## src/sv/cbm_pkg.sv

```systemverilog
`timescale 1ns / 1ps
`default_nettype none
// ----------------------------------------------------------------------------
// cbm_pkg: shared definitions for the cartridge bank mapper
// Mapper kinds, result target codes, register indexes and field widths.
// ----------------------------------------------------------------------------
package cbm_pkg;

  localparam int MAX_ROM_BANKS_DEF = 128;

  localparam int ADDR_W   = 16;
  localparam int DATA_W   = 8;
  localparam int MAPPED_W = 21;
  localparam int TGT_W    = 3;
  localparam int CFG_IDX_W = 1;

  typedef enum logic [1:0] {
    KIND_NONE = 2'd0,
    KIND_MBC1 = 2'd1,
    KIND_MBC2 = 2'd2,
    KIND_MBC3 = 2'd3
  } kind_t;

  typedef enum logic [TGT_W-1:0] {
    TGT_REG     = 3'd0,
    TGT_ROM     = 3'd1,
    TGT_RAM     = 3'd2,
    TGT_REFUSED = 3'd3,
    TGT_PASS    = 3'd4,
    TGT_IGNORED = 3'd5
  } target_t;

  typedef enum logic [CFG_IDX_W-1:0] {
    CFG_MAPPER_KIND    = 1'b0,
    CFG_ROM_BANK_COUNT = 1'b1
  } cfg_index_t;

  localparam logic OP_WRITE = 1'b0;
  localparam logic OP_READ  = 1'b1;

  localparam logic [DATA_W-1:0] MBC1_BANK_MASK = 8'h1F;
  localparam logic [DATA_W-1:0] MBC2_BANK_MASK = 8'h0F;
  localparam logic [DATA_W-1:0] MBC3_BANK_MASK = 8'h7F;
  localparam logic [3:0]        RAM_ENABLE_KEY = 4'hA;

endpackage
`default_nettype wire

```

## src/sv/cbm_if.sv

```systemverilog
`timescale 1ns / 1ps
`default_nettype none
// ----------------------------------------------------------------------------
// cbm_if: handshake channels of the cartridge bank mapper
// Bus access words in, translated words out, and the register write channel.
// ----------------------------------------------------------------------------
interface cbm_in_if;
  logic                        valid;
  logic                        ready;
  logic                        opcode;
  logic [cbm_pkg::ADDR_W-1:0]  address;
  logic [cbm_pkg::DATA_W-1:0]  write_data;

  modport source (output valid, output opcode, output address, output write_data,
                  input ready);
  modport sink   (input valid, input opcode, input address, input write_data,
                  output ready);
endinterface

interface cbm_out_if;
  logic                          valid;
  logic                          ready;
  logic [cbm_pkg::TGT_W-1:0]     target;
  logic [cbm_pkg::MAPPED_W-1:0]  mapped_address;

  modport source (output valid, output target, output mapped_address, input ready);
  modport sink   (input valid, input target, input mapped_address, output ready);
endinterface

interface cbm_cfg_if;
  logic                           valid;
  logic                           ready;
  logic [cbm_pkg::CFG_IDX_W-1:0]  index;
  logic [cbm_pkg::DATA_W-1:0]     data;

  modport source (output valid, output index, output data, input ready);
  modport sink   (input valid, input index, input data, output ready);
endinterface
`default_nettype wire

```

## src/sv/cartridge_bank_mapper.sv

```systemverilog
`timescale 1ns / 1ps
`default_nettype none
// ----------------------------------------------------------------------------
// cartridge_bank_mapper: cartridge bank controller for none, MBC1, MBC2, MBC3
// Programs the bank registers from bus writes and translates ROM and
// cartridge RAM accesses to physical addresses.
// ----------------------------------------------------------------------------
// Each bus access word is taken into an input register, translated there by
// a single pass of logic against the current bank registers, and placed in
// the result register; the bank registers update as the word leaves the input
// register, so a bank write governs the very next access. The block takes one
// word per clock while the result side does not stall, and returns one word
// per access. Register writes on the cfg channel are always accepted and are
// meant for idle periods only.
module cartridge_bank_mapper #(
  parameter int MAX_ROM_BANKS = cbm_pkg::MAX_ROM_BANKS_DEF
) (
  input  wire         clk,
  input  wire         rst_n,
  cbm_in_if.sink      in_ch,
  cbm_out_if.source   out_ch,
  cbm_cfg_if.sink     cfg_ch
);

  localparam logic [cbm_pkg::DATA_W-1:0] MAX_MASK = cbm_pkg::DATA_W'(MAX_ROM_BANKS - 1);

  // configuration
  cbm_pkg::kind_t               kind_r;
  logic [cbm_pkg::DATA_W-1:0]   count_r;

  // bank state
  logic [6:0] rom_sel_r, rom_sel_nxt;
  logic [1:0] ram_sel_r, ram_sel_nxt;
  logic       mode_r, mode_nxt;
  logic       locked_r, locked_nxt;

  // input register
  logic                         s_valid_r;
  logic                         s_opcode_r;
  logic [cbm_pkg::ADDR_W-1:0]   s_addr_r;
  logic [cbm_pkg::DATA_W-1:0]   s_data_r;

  // result register
  logic                           o_valid_r;
  cbm_pkg::target_t               o_tgt_r, tgt_nxt;
  logic [cbm_pkg::MAPPED_W-1:0]   o_mapped_r, mapped_nxt;

  logic out_free, advance, in_take;

  assign out_free = !o_valid_r || out_ch.ready;
  assign advance  = s_valid_r && out_free;
  assign in_ch.ready = !s_valid_r || out_free;
  assign in_take  = in_ch.valid && in_ch.ready;
  assign cfg_ch.ready = 1'b1;

  assign out_ch.valid          = o_valid_r;
  assign out_ch.target         = o_tgt_r;
  assign out_ch.mapped_address = o_mapped_r;

  // translation
  logic       is_write;
  logic [1:0] region;
  logic [6:0] eff_bank, bank;
  logic [cbm_pkg::DATA_W-1:0] count_mask;
  logic [cbm_pkg::DATA_W-1:0] v1, v2, v3;

  always_comb begin
    is_write   = (s_opcode_r == cbm_pkg::OP_WRITE);
    region     = s_addr_r[14:13];
    count_mask = (count_r - 8'd1) & MAX_MASK;
    v1         = s_data_r & cbm_pkg::MBC1_BANK_MASK;
    v2         = s_data_r & cbm_pkg::MBC2_BANK_MASK;
    v3         = s_data_r & cbm_pkg::MBC3_BANK_MASK;
    if (kind_r == cbm_pkg::KIND_MBC1) begin
      eff_bank = {(mode_r ? 2'b00 : ram_sel_r), rom_sel_r[4:0]};
    end else begin
      eff_bank = (rom_sel_r == 7'd0) ? 7'd1 : rom_sel_r;
    end
    bank = eff_bank & count_mask[6:0];

    rom_sel_nxt = rom_sel_r;
    ram_sel_nxt = ram_sel_r;
    mode_nxt    = mode_r;
    locked_nxt  = locked_r;
    tgt_nxt     = cbm_pkg::TGT_PASS;
    mapped_nxt  = {5'd0, s_addr_r};

    if (!s_addr_r[15]) begin
      if (is_write) begin
        mapped_nxt = '0;
        tgt_nxt    = cbm_pkg::TGT_REG;
        if (kind_r == cbm_pkg::KIND_NONE) begin
          tgt_nxt = cbm_pkg::TGT_IGNORED;
        end else begin
          case (region)
            2'd0: begin
              if (kind_r == cbm_pkg::KIND_MBC2 && s_addr_r[8]) begin
                tgt_nxt = cbm_pkg::TGT_IGNORED;
              end else begin
                locked_nxt = (s_data_r[3:0] != cbm_pkg::RAM_ENABLE_KEY);
              end
            end
            2'd1: begin
              if (kind_r == cbm_pkg::KIND_MBC1) begin
                rom_sel_nxt = (v1 == 8'd0) ? 7'd1 : v1[6:0];
              end else if (kind_r == cbm_pkg::KIND_MBC2) begin
                if (!s_addr_r[8]) begin
                  tgt_nxt = cbm_pkg::TGT_IGNORED;
                end else begin
                  rom_sel_nxt = (v2 == 8'd0) ? 7'd1 : v2[6:0];
                end
              end else begin
                rom_sel_nxt = v3[6:0];
              end
            end
            2'd2: begin
              if (kind_r == cbm_pkg::KIND_MBC3 && s_data_r[7:2] != 6'd0) begin
                tgt_nxt = cbm_pkg::TGT_IGNORED;
              end else begin
                ram_sel_nxt = s_data_r[1:0];
              end
            end
            default: begin
              if (kind_r == cbm_pkg::KIND_MBC3) begin
                tgt_nxt = cbm_pkg::TGT_IGNORED;
              end else begin
                mode_nxt = s_data_r[0];
              end
            end
          endcase
        end
      end else begin
        tgt_nxt = cbm_pkg::TGT_ROM;
        if (!s_addr_r[14] || kind_r == cbm_pkg::KIND_NONE) begin
          mapped_nxt = {5'd0, s_addr_r};
        end else begin
          mapped_nxt = {bank, s_addr_r[13:0]};
        end
      end
    end else if (s_addr_r[15:13] == 3'b101 && kind_r != cbm_pkg::KIND_NONE) begin
      if (is_write && locked_r) begin
        tgt_nxt    = cbm_pkg::TGT_REFUSED;
        mapped_nxt = '0;
      end else begin
        tgt_nxt = cbm_pkg::TGT_RAM;
        if (kind_r == cbm_pkg::KIND_MBC3 || mode_r) begin
          mapped_nxt = {6'd0, ram_sel_r, s_addr_r[12:0]};
        end else begin
          mapped_nxt = {8'd0, s_addr_r[12:0]};
        end
      end
    end
  end

  // control and bank state
  always_ff @(posedge clk) begin
    if (!rst_n) begin
      kind_r    <= cbm_pkg::KIND_NONE;
      count_r   <= 8'd2;
      rom_sel_r <= 7'd1;
      ram_sel_r <= 2'd0;
      mode_r    <= 1'b0;
      locked_r  <= 1'b1;
      s_valid_r <= 1'b0;
      o_valid_r <= 1'b0;
    end else begin
      if (cfg_ch.valid) begin
        unique case (cbm_pkg::cfg_index_t'(cfg_ch.index))
          cbm_pkg::CFG_MAPPER_KIND:    kind_r  <= cbm_pkg::kind_t'(cfg_ch.data[1:0]);
          cbm_pkg::CFG_ROM_BANK_COUNT: count_r <= cfg_ch.data;
          default: ;
        endcase
      end
      if (advance) begin
        rom_sel_r <= rom_sel_nxt;
        ram_sel_r <= ram_sel_nxt;
        mode_r    <= mode_nxt;
        locked_r  <= locked_nxt;
      end
      if (in_ch.ready) begin
        s_valid_r <= in_ch.valid;
      end
      if (out_free) begin
        o_valid_r <= s_valid_r;
      end
    end
  end

  // payload registers
  always_ff @(posedge clk) begin
    if (in_take) begin
      s_opcode_r <= in_ch.opcode;
      s_addr_r   <= in_ch.address;
      s_data_r   <= in_ch.write_data;
    end
    if (advance) begin
      o_tgt_r    <= tgt_nxt;
      o_mapped_r <= mapped_nxt;
    end
  end

`ifndef SYNTHESIS
  a_stall_only_when_full: assert property (@(posedge clk) disable iff (!rst_n)
    !in_ch.ready |-> (s_valid_r && o_valid_r && !out_ch.ready))
    else $error("input stalled while a stage is free");

  a_no_addr_on_dead_word: assert property (@(posedge clk) disable iff (!rst_n)
    (o_valid_r && (o_tgt_r == cbm_pkg::TGT_REG || o_tgt_r == cbm_pkg::TGT_REFUSED ||
                   o_tgt_r == cbm_pkg::TGT_IGNORED)) |-> (o_mapped_r == '0))
    else $error("address on a word that carries none");

  a_ram_in_range: assert property (@(posedge clk) disable iff (!rst_n)
    (o_valid_r && o_tgt_r == cbm_pkg::TGT_RAM) |-> (o_mapped_r[20:15] == 6'd0))
    else $error("cartridge ram address out of range");

  a_lock_moves_on_advance: assert property (@(posedge clk) disable iff (!rst_n)
    ($past(rst_n) && !$stable(locked_r)) |-> $past(advance))
    else $error("ram lock changed without a word");
`endif

endmodule
`default_nettype wire
```

## src/flat_wrapper.sv

```systemverilog
// flat-port wrapper written by rule: the top's interface ports become plain ports
module cartridge_bank_mapper_flat 
#(
  parameter int MAX_ROM_BANKS = cbm_pkg::MAX_ROM_BANKS_DEF
)
  (clk, rst_n, in_ch_valid, in_ch_opcode, in_ch_address, in_ch_write_data, in_ch_ready, out_ch_valid, out_ch_target, out_ch_mapped_address, out_ch_ready, cfg_ch_valid, cfg_ch_index, cfg_ch_data, cfg_ch_ready);
  cbm_in_if in_ch_i ();
  cbm_out_if out_ch_i ();
  cbm_cfg_if cfg_ch_i ();
  input  wire clk;
  input  wire rst_n;
  input wire logic [$bits(in_ch_i.valid)-1:0] in_ch_valid;
  input wire logic [$bits(in_ch_i.opcode)-1:0] in_ch_opcode;
  input wire logic [$bits(in_ch_i.address)-1:0] in_ch_address;
  input wire logic [$bits(in_ch_i.write_data)-1:0] in_ch_write_data;
  output wire logic [$bits(in_ch_i.ready)-1:0] in_ch_ready;
  output wire logic [$bits(out_ch_i.valid)-1:0] out_ch_valid;
  output wire logic [$bits(out_ch_i.target)-1:0] out_ch_target;
  output wire logic [$bits(out_ch_i.mapped_address)-1:0] out_ch_mapped_address;
  input wire logic [$bits(out_ch_i.ready)-1:0] out_ch_ready;
  input wire logic [$bits(cfg_ch_i.valid)-1:0] cfg_ch_valid;
  input wire logic [$bits(cfg_ch_i.index)-1:0] cfg_ch_index;
  input wire logic [$bits(cfg_ch_i.data)-1:0] cfg_ch_data;
  output wire logic [$bits(cfg_ch_i.ready)-1:0] cfg_ch_ready;
  assign in_ch_i.valid = in_ch_valid;
  assign in_ch_i.opcode = in_ch_opcode;
  assign in_ch_i.address = in_ch_address;
  assign in_ch_i.write_data = in_ch_write_data;
  assign in_ch_ready = in_ch_i.ready;
  assign out_ch_valid = out_ch_i.valid;
  assign out_ch_target = out_ch_i.target;
  assign out_ch_mapped_address = out_ch_i.mapped_address;
  assign out_ch_i.ready = out_ch_ready;
  assign cfg_ch_i.valid = cfg_ch_valid;
  assign cfg_ch_i.index = cfg_ch_index;
  assign cfg_ch_i.data = cfg_ch_data;
  assign cfg_ch_ready = cfg_ch_i.ready;
  cartridge_bank_mapper #(.MAX_ROM_BANKS(MAX_ROM_BANKS)) u_core (.clk(clk), .rst_n(rst_n), .in_ch(in_ch_i), .out_ch(out_ch_i), .cfg_ch(cfg_ch_i));
endmodule
```

## config.mk

```make
export PLATFORM = sky130hd
export DESIGN_NAME = cartridge_bank_mapper_flat
export DESIGN_NICKNAME = d
export VERILOG_FILES = /design/src/sv/cbm_pkg.sv /design/src/sv/cbm_if.sv /design/src/sv/cartridge_bank_mapper.sv /design/src/flat_wrapper.sv
export SDC_FILE = /design/constraint.sdc
export NUM_CORES = 1
export LEC_CHECK = 0
export BUFFER_PORTS_ARGS = -buffer_cell sky130_fd_sc_hd__buf_2
export CAP_MARGIN = 20
export CORE_MARGIN = 3
export CORE_UTILIZATION = 48
export DETAILED_ROUTE_END_ITERATION = 7
export PLACE_DENSITY = 0.73
export SLEW_MARGIN = 20
export SYNTH_ARGS = -nofsm -noshare
export SYNTH_HDL_FRONTEND = slang
export SYNTH_SLANG_ARGS = --single-unit
```

## constraint.sdc

```tcl
create_clock -name clk -period 1.97 [get_ports clk]
set_input_delay 0.394 -clock clk [delete_from_list [all_inputs] [get_ports clk]]
set_output_delay 0.394 -clock clk [all_outputs]
set_load 0.1 [all_outputs]
```

# --- After elaboration in Yosys (flattened, before gate mapping) ---
# Index checks and enable logic that the tools add are counted.
op_classes:
  mux: 26
  add_sub_neg: 1
  n_reduce_logical: 27
  eq_ne: 8
  n_bitwise: 9
op_table:
  columns: ["cell", "n"]
  rows:
  - ["2-to-1 mux 21 bit", 5]
  - ["2-to-1 mux 7 bit", 5]
  - ["2-to-1 mux 3 bit", 10]
  - ["AND reduction 6 bit", 4]
  - ["logical NOT 8 bit", 2]
  - ["2-to-1 mux 15 bit", 1]
  - ["one-hot mux 3 bit (3 select lines)", 1]
  - ["inverter 1 bit", 8]
  - ["bitwise AND 7 bit", 1]
  - ["logical NOT 7 bit", 1]
  - ["subtractor 7 x 1 -> 7 bit (second input constant)", 1]
  - ["equality test 2 bit (second input constant)", 3]
  - ["logical AND 1 bit", 6]
  - ["nonzero test 6 bit", 1]
  - ["2-to-1 mux 5 bit", 1]
  - ["equality test 2 x 1 -> 1 bit (second input constant)", 2]
  - ["logical NOT 2 bit", 2]
  - ["logical OR 1 bit", 4]
  - ["2-to-1 mux 4 bit", 1]
  - ["inequality test 4 bit (second input constant)", 1]
  - ["AND reduction 2 bit", 2]
  - ["equality test 3 bit (second input constant)", 1]
  - ["logical NOT 1 bit", 3]
  - ["inequality test 3 x 1 -> 1 bit (second input constant)", 1]
  - ["other kinds (4)", 4]
totals:
  input_bits: 39
  word_cells: 84
  reg_bits: 71

# --- Longest topological paths before layout ---
depth:
  word_depth: 7
  depth_mapped: 5
  depth_no_buf: 5

# --- Worst setup path after synthesis ---
# No wires, ideal clock.
synth_path:
  kind: "register to register"
  start: "reg u_core.o_valid_r (netlist: u_core.out_ch.valid)"
  end: "reg u_core.s_addr_r[0] (netlist name), enable pin"
  stages_incl_launch_ff: 4
  path_slack_ns: -0.939
  period_less_slack_ns: 2.909
  n_path_buf: 0
  arrival_ns: 2.542
  required_time_ns: 1.603
  setup_time_ns: 0.367
  cell_sequence: "dfxtp_1 -> nor2b_4 -> nand2_1 -> and2_1"
synth_between:
  elab_chain_cells: 4
synth_lines:
  columns: ["element", "line", "text"]
  rows:
  - ["from (decl)", "cartridge_bank_mapper.sv:44", "logic o_valid_r;"]
  - ["from (signal assigned)", "cartridge_bank_mapper.sv:184", "o_valid_r <= s_valid_r;"]
  - ["logical NOT 1 bit", "cartridge_bank_mapper.sv:50", "assign out_free = !o_valid_r || out_ch.ready;"]
  - ["logical OR 1 bit", "cartridge_bank_mapper.sv:50", null]
  - ["logical OR 1 bit", "cartridge_bank_mapper.sv:52", "assign in_ch.ready = !s_valid_r || out_free;"]
  - ["via in_ch_ready", "flat_wrapper.sv:16", "output wire logic [$bits(in_ch_i.ready)-1:0] in_ch_ready;"]
  - ["logical AND 1 bit", "cartridge_bank_mapper.sv:53", "assign in_take = in_ch.valid && in_ch.ready;"]
  - ["via u_core.in_take", "cartridge_bank_mapper.sv:48", "logic out_free, advance, in_take;"]
  - ["to (signal assigned)", "cartridge_bank_mapper.sv:193", "s_addr_r <= in_ch.address;"]
  - ["to (decl)", "cartridge_bank_mapper.sv:40", "logic [cbm_pkg::ADDR_W-1:0] s_addr_r;"]
# The timed path passes the listed nets, and every way through them passes these cells.
# A chain may end at the register's enable or synchronous reset.

# --- Worst setup path in the final report ---
layout_path:
  start: "reg u_core.s_data_r[4] (netlist name)"
  end: "reg u_core.ram_sel_r[1]"
layout_between:
  elab_chain_cells: 4
layout_lines:
  columns: ["element", "line", "text"]
  rows:
  - ["from (decl)", "cartridge_bank_mapper.sv:41", "logic [cbm_pkg::DATA_W-1:0] s_data_r;"]
  - ["from (signal assigned)", "cartridge_bank_mapper.sv:194", "s_data_r <= in_ch.write_data;"]
  - ["nonzero test 6 bit", "cartridge_bank_mapper.sv:117", "if (kind_r == cbm_pkg::KIND_MBC3 && s_data_r[7:2] != 6'd0) begin"]
  - ["logical AND 1 bit", "cartridge_bank_mapper.sv:117", null]
  - ["inverter 1 bit (no line)", null, null]
  - ["AND reduction 6 bit (no line)", null, null]
  - ["to (signal assigned)", "cartridge_bank_mapper.sv:176", "ram_sel_r <= ram_sel_nxt;"]
  - ["to (decl)", "cartridge_bank_mapper.sv:33", "logic [1:0] ram_sel_r, ram_sel_nxt;"]
# Every way passes these cells.

==> results.cfg <==
[run_status]
status = finished clean

[die]
start_util_pct = 51.2
dieArea_um2 = 7060
die_w_um = 84
num_io_pins = 66
fp-row-count = 27
core_um2 = 5710
die_h_um = 84

[sta]
relSlewSlack_pct = 55.6
max_freq_mhz = 572
whs_ns = 0.222
finalHoldViolations = 0
finalSetupViolations = 0
fin_crit_sh_pct = 88.7
setup_tns_ns = 0
tightest_slew_ns = 0.661
finClkSkew_ns = 0.0141
fin_crit_ns = 1.75
rsz0062_at_grt = no
finalMaxSlewViolations = 0

[place]
post_dp_cell_area_um2 = 3350
gp_routability_congestion = 0.895
port_buffers = 63
dp.final_hpwl_mm = 3.91

[power_and_ir_drop]
leakage_uw = 0.00136
peakVddDrop_mv = 0.530
total_power_uw = 3350
power_density_nw_per_um2 = 942

[layout]
fin_nets = 355
fill_cells = 462
fin_util_pct = 62.3
num_antenna_cells = 0
drive_gt1_share_pct = 30.4
final_cell_area_um2 = 3560
area_growth_pct = 21.9

[logic_synthesis]
synthTopCellsByCount = 49 x edfxtp_1, 23 x nand2_1, 22 x a21oi_1, 22 x dfxtp_1, 15 x nand3_1
ys.flop_type = edfxtp_1
yosysTopAreaCellShare_pct = 50.4
syn_nets = 284
synth_most_common_cell = edfxtp_1
ys_seq_area_share_pct = 65.5
async_flop_share_pct = 0
netlist_area_um2 = 2920
yosys.area.top_type = edfxtp_1
ys_seq_elements = 71
syn_inst = 244
netlist_top_cells_area = edfxtp_1 50%, dfxtp_1 15%, a21oi_1 3.8%, nand2_1 3.0%, nand3_1 2.6%
yosysUniqueCellTypes = 47
ys.warnings.count = 0
avgSynthCellArea_um2 = 12.0
synth_edf_count = 49

[worst_setup_path]
cp.required_ns = 2.24
reg2regPathDepth = 4
crit_path_max_fanout = 3
critPathKind = reg -> reg
path_cells = nor4_1 -> nand2_1 -> a311oi_1 -> mux2i_1
setup.worst_path.start_class = flip-flop
cp_slowest_cell = a311oi_1
arrival_ns = 2.02
max_stage_delay_ns = 0.48
endpoint_kind = flip-flop

[clocking]
postCtsSetupBuffers = 0
clockBufferDepth = 2
cts_resized = 0
htree_levels = 3
cts_root_buffer = clkbuf_8
cts_hold_buf = 0
cts_tree = built
clkSinkCount = 71
clk_latency_ns = 0.34
numCtsBuffers = 9
path_clk_slew_ns = 0.08

[route]
finalWirelength_mm = 5.49
ant_nets = 0
avgViaCountPerCell = 5.23
drc = 0
drtIter0Drc = 151
post_drt_wl_per_cell_um = 14.0
drt_pass1_iterations = 4
vias = 2044

[global_routing]
grt_overflow_total = 0
grt_first_pass_wirelength_mm = 9.13
grt_use_total_pct = 16.5
grt_pass1_vias = 2032
grt_max_degree = 26
antenna_found_initial = 0

[run]
maxCapViolCount = 0

[min_path]
hold_path_depth = 1
worst_hold_path_type = in -> reg
-- through the flow --
stage	setup WS, ns	std cells
final	0.222	391
after global routing	0.0719	391
after CTS	0.224	391
after detailed placement	0.234	376
after global placement	0.247	376
after floorplan	0.0310	244
-- power by group --
group | internal, uW | total [uW] | switching (uW)
clock | 703 | 1240 | 534
sequential | 1670 | 1700 | 33.3
combinational | 108 | 415 | 307
-- per-layer routing --
metal | vias up | GRT usage (%) | part of all wire (%)
li1 | 1035 | - | -
met1 | 924 | 20.2 | 43
met2 | 71 | 26.7 | 48
met3 | 14 | 5.03 | 6.4
met4 | 0 | 7.46 | 2.7
met5 | - | 0 | 0
-- cell families (layout without fill, tap and decap cells) --
family	Yosys count	after routing	share of synthesized area, %
adder cells (fa/ha/maj)	1	1	0.428
AND/OR/NAND/NOR	102	102	19.4
AO/OA/AOI/OAI	44	44	9.00
flip-flops	71	71	65.5
multiplexers	3	3	1.03
XOR/XNOR	7	7	2.10
other	1	1	0.128
buffers and inverters	15	90	2.49
-- sequential cells by signal (all words and copies together), names as in the netlist --
| register | flops |
|---|---|
| u_core.out_ch.mapped_address | 21 |
| u_core.s_addr_r | 16 |
| u_core.s_data_r | 8 |
| u_core.count_r | 7 |
| u_core.rom_sel_r | 7 |
| u_core.out_ch.target | 3 |
| u_core.kind_r | 2 |
| u_core.ram_sel_r | 2 |
| u_core.locked_r | 1 |
| u_core.mode_r | 1 |
| u_core.out_ch.valid | 1 |
| u_core.s_opcode_r | 1 |
| u_core.s_valid_r | 1 |
-- layout make-up --
class	instances	area, um^2	share of cell area, %
Clock inverter	6	85.1	2.39
Clock buffer	9	124	3.48
Multi-Input combinational cell	158	942	26.5
Timing Repair Buffer	71	388	10.9
Tap cell	72	90.1	2.53
Sequential cell	71	1920	53.8
Inverter	4	15.0	0.422
-- critical path, delay by kind of cell (launching register included) --
family | cells | cell delay (ns)
flip-flops | 1 | 0.43
AO/OA/AOI/OAI | 1 | 0.48
multiplexers | 1 | 0.23
AND/OR/NAND/NOR | 2 | 0.55
-- final timing paths --
path / from / end / slack (ns)
worst max-delay path: u_core.s_data_r[4] / u_core.ram_sel_r[1] / 0.22
worst min-delay path: in_ch_address[2] / u_core.s_addr_r[2] / 0.22
worst max register to register: u_core.s_data_r[4] / u_core.ram_sel_r[1] / 0.22
worst min register to register: u_core.ram_sel_r[0] / u_core.ram_sel_r[0] / 0.49
-- cells in the final DEF, fill, tap and decap left out, drive strengths merged, types with 4 or more instances in the layout --
master,count
dfxtp,22
nand2b,5
inv,4
nand2,23
xor2,4
a21oi,22
nor2,11
buf,71
o21ai,11
edfxtp,49
clkbuf,9
nand3,15
nor2b,12
and3,4
nor3,9
and2b,6
Power figures use the tool's default switching activity.
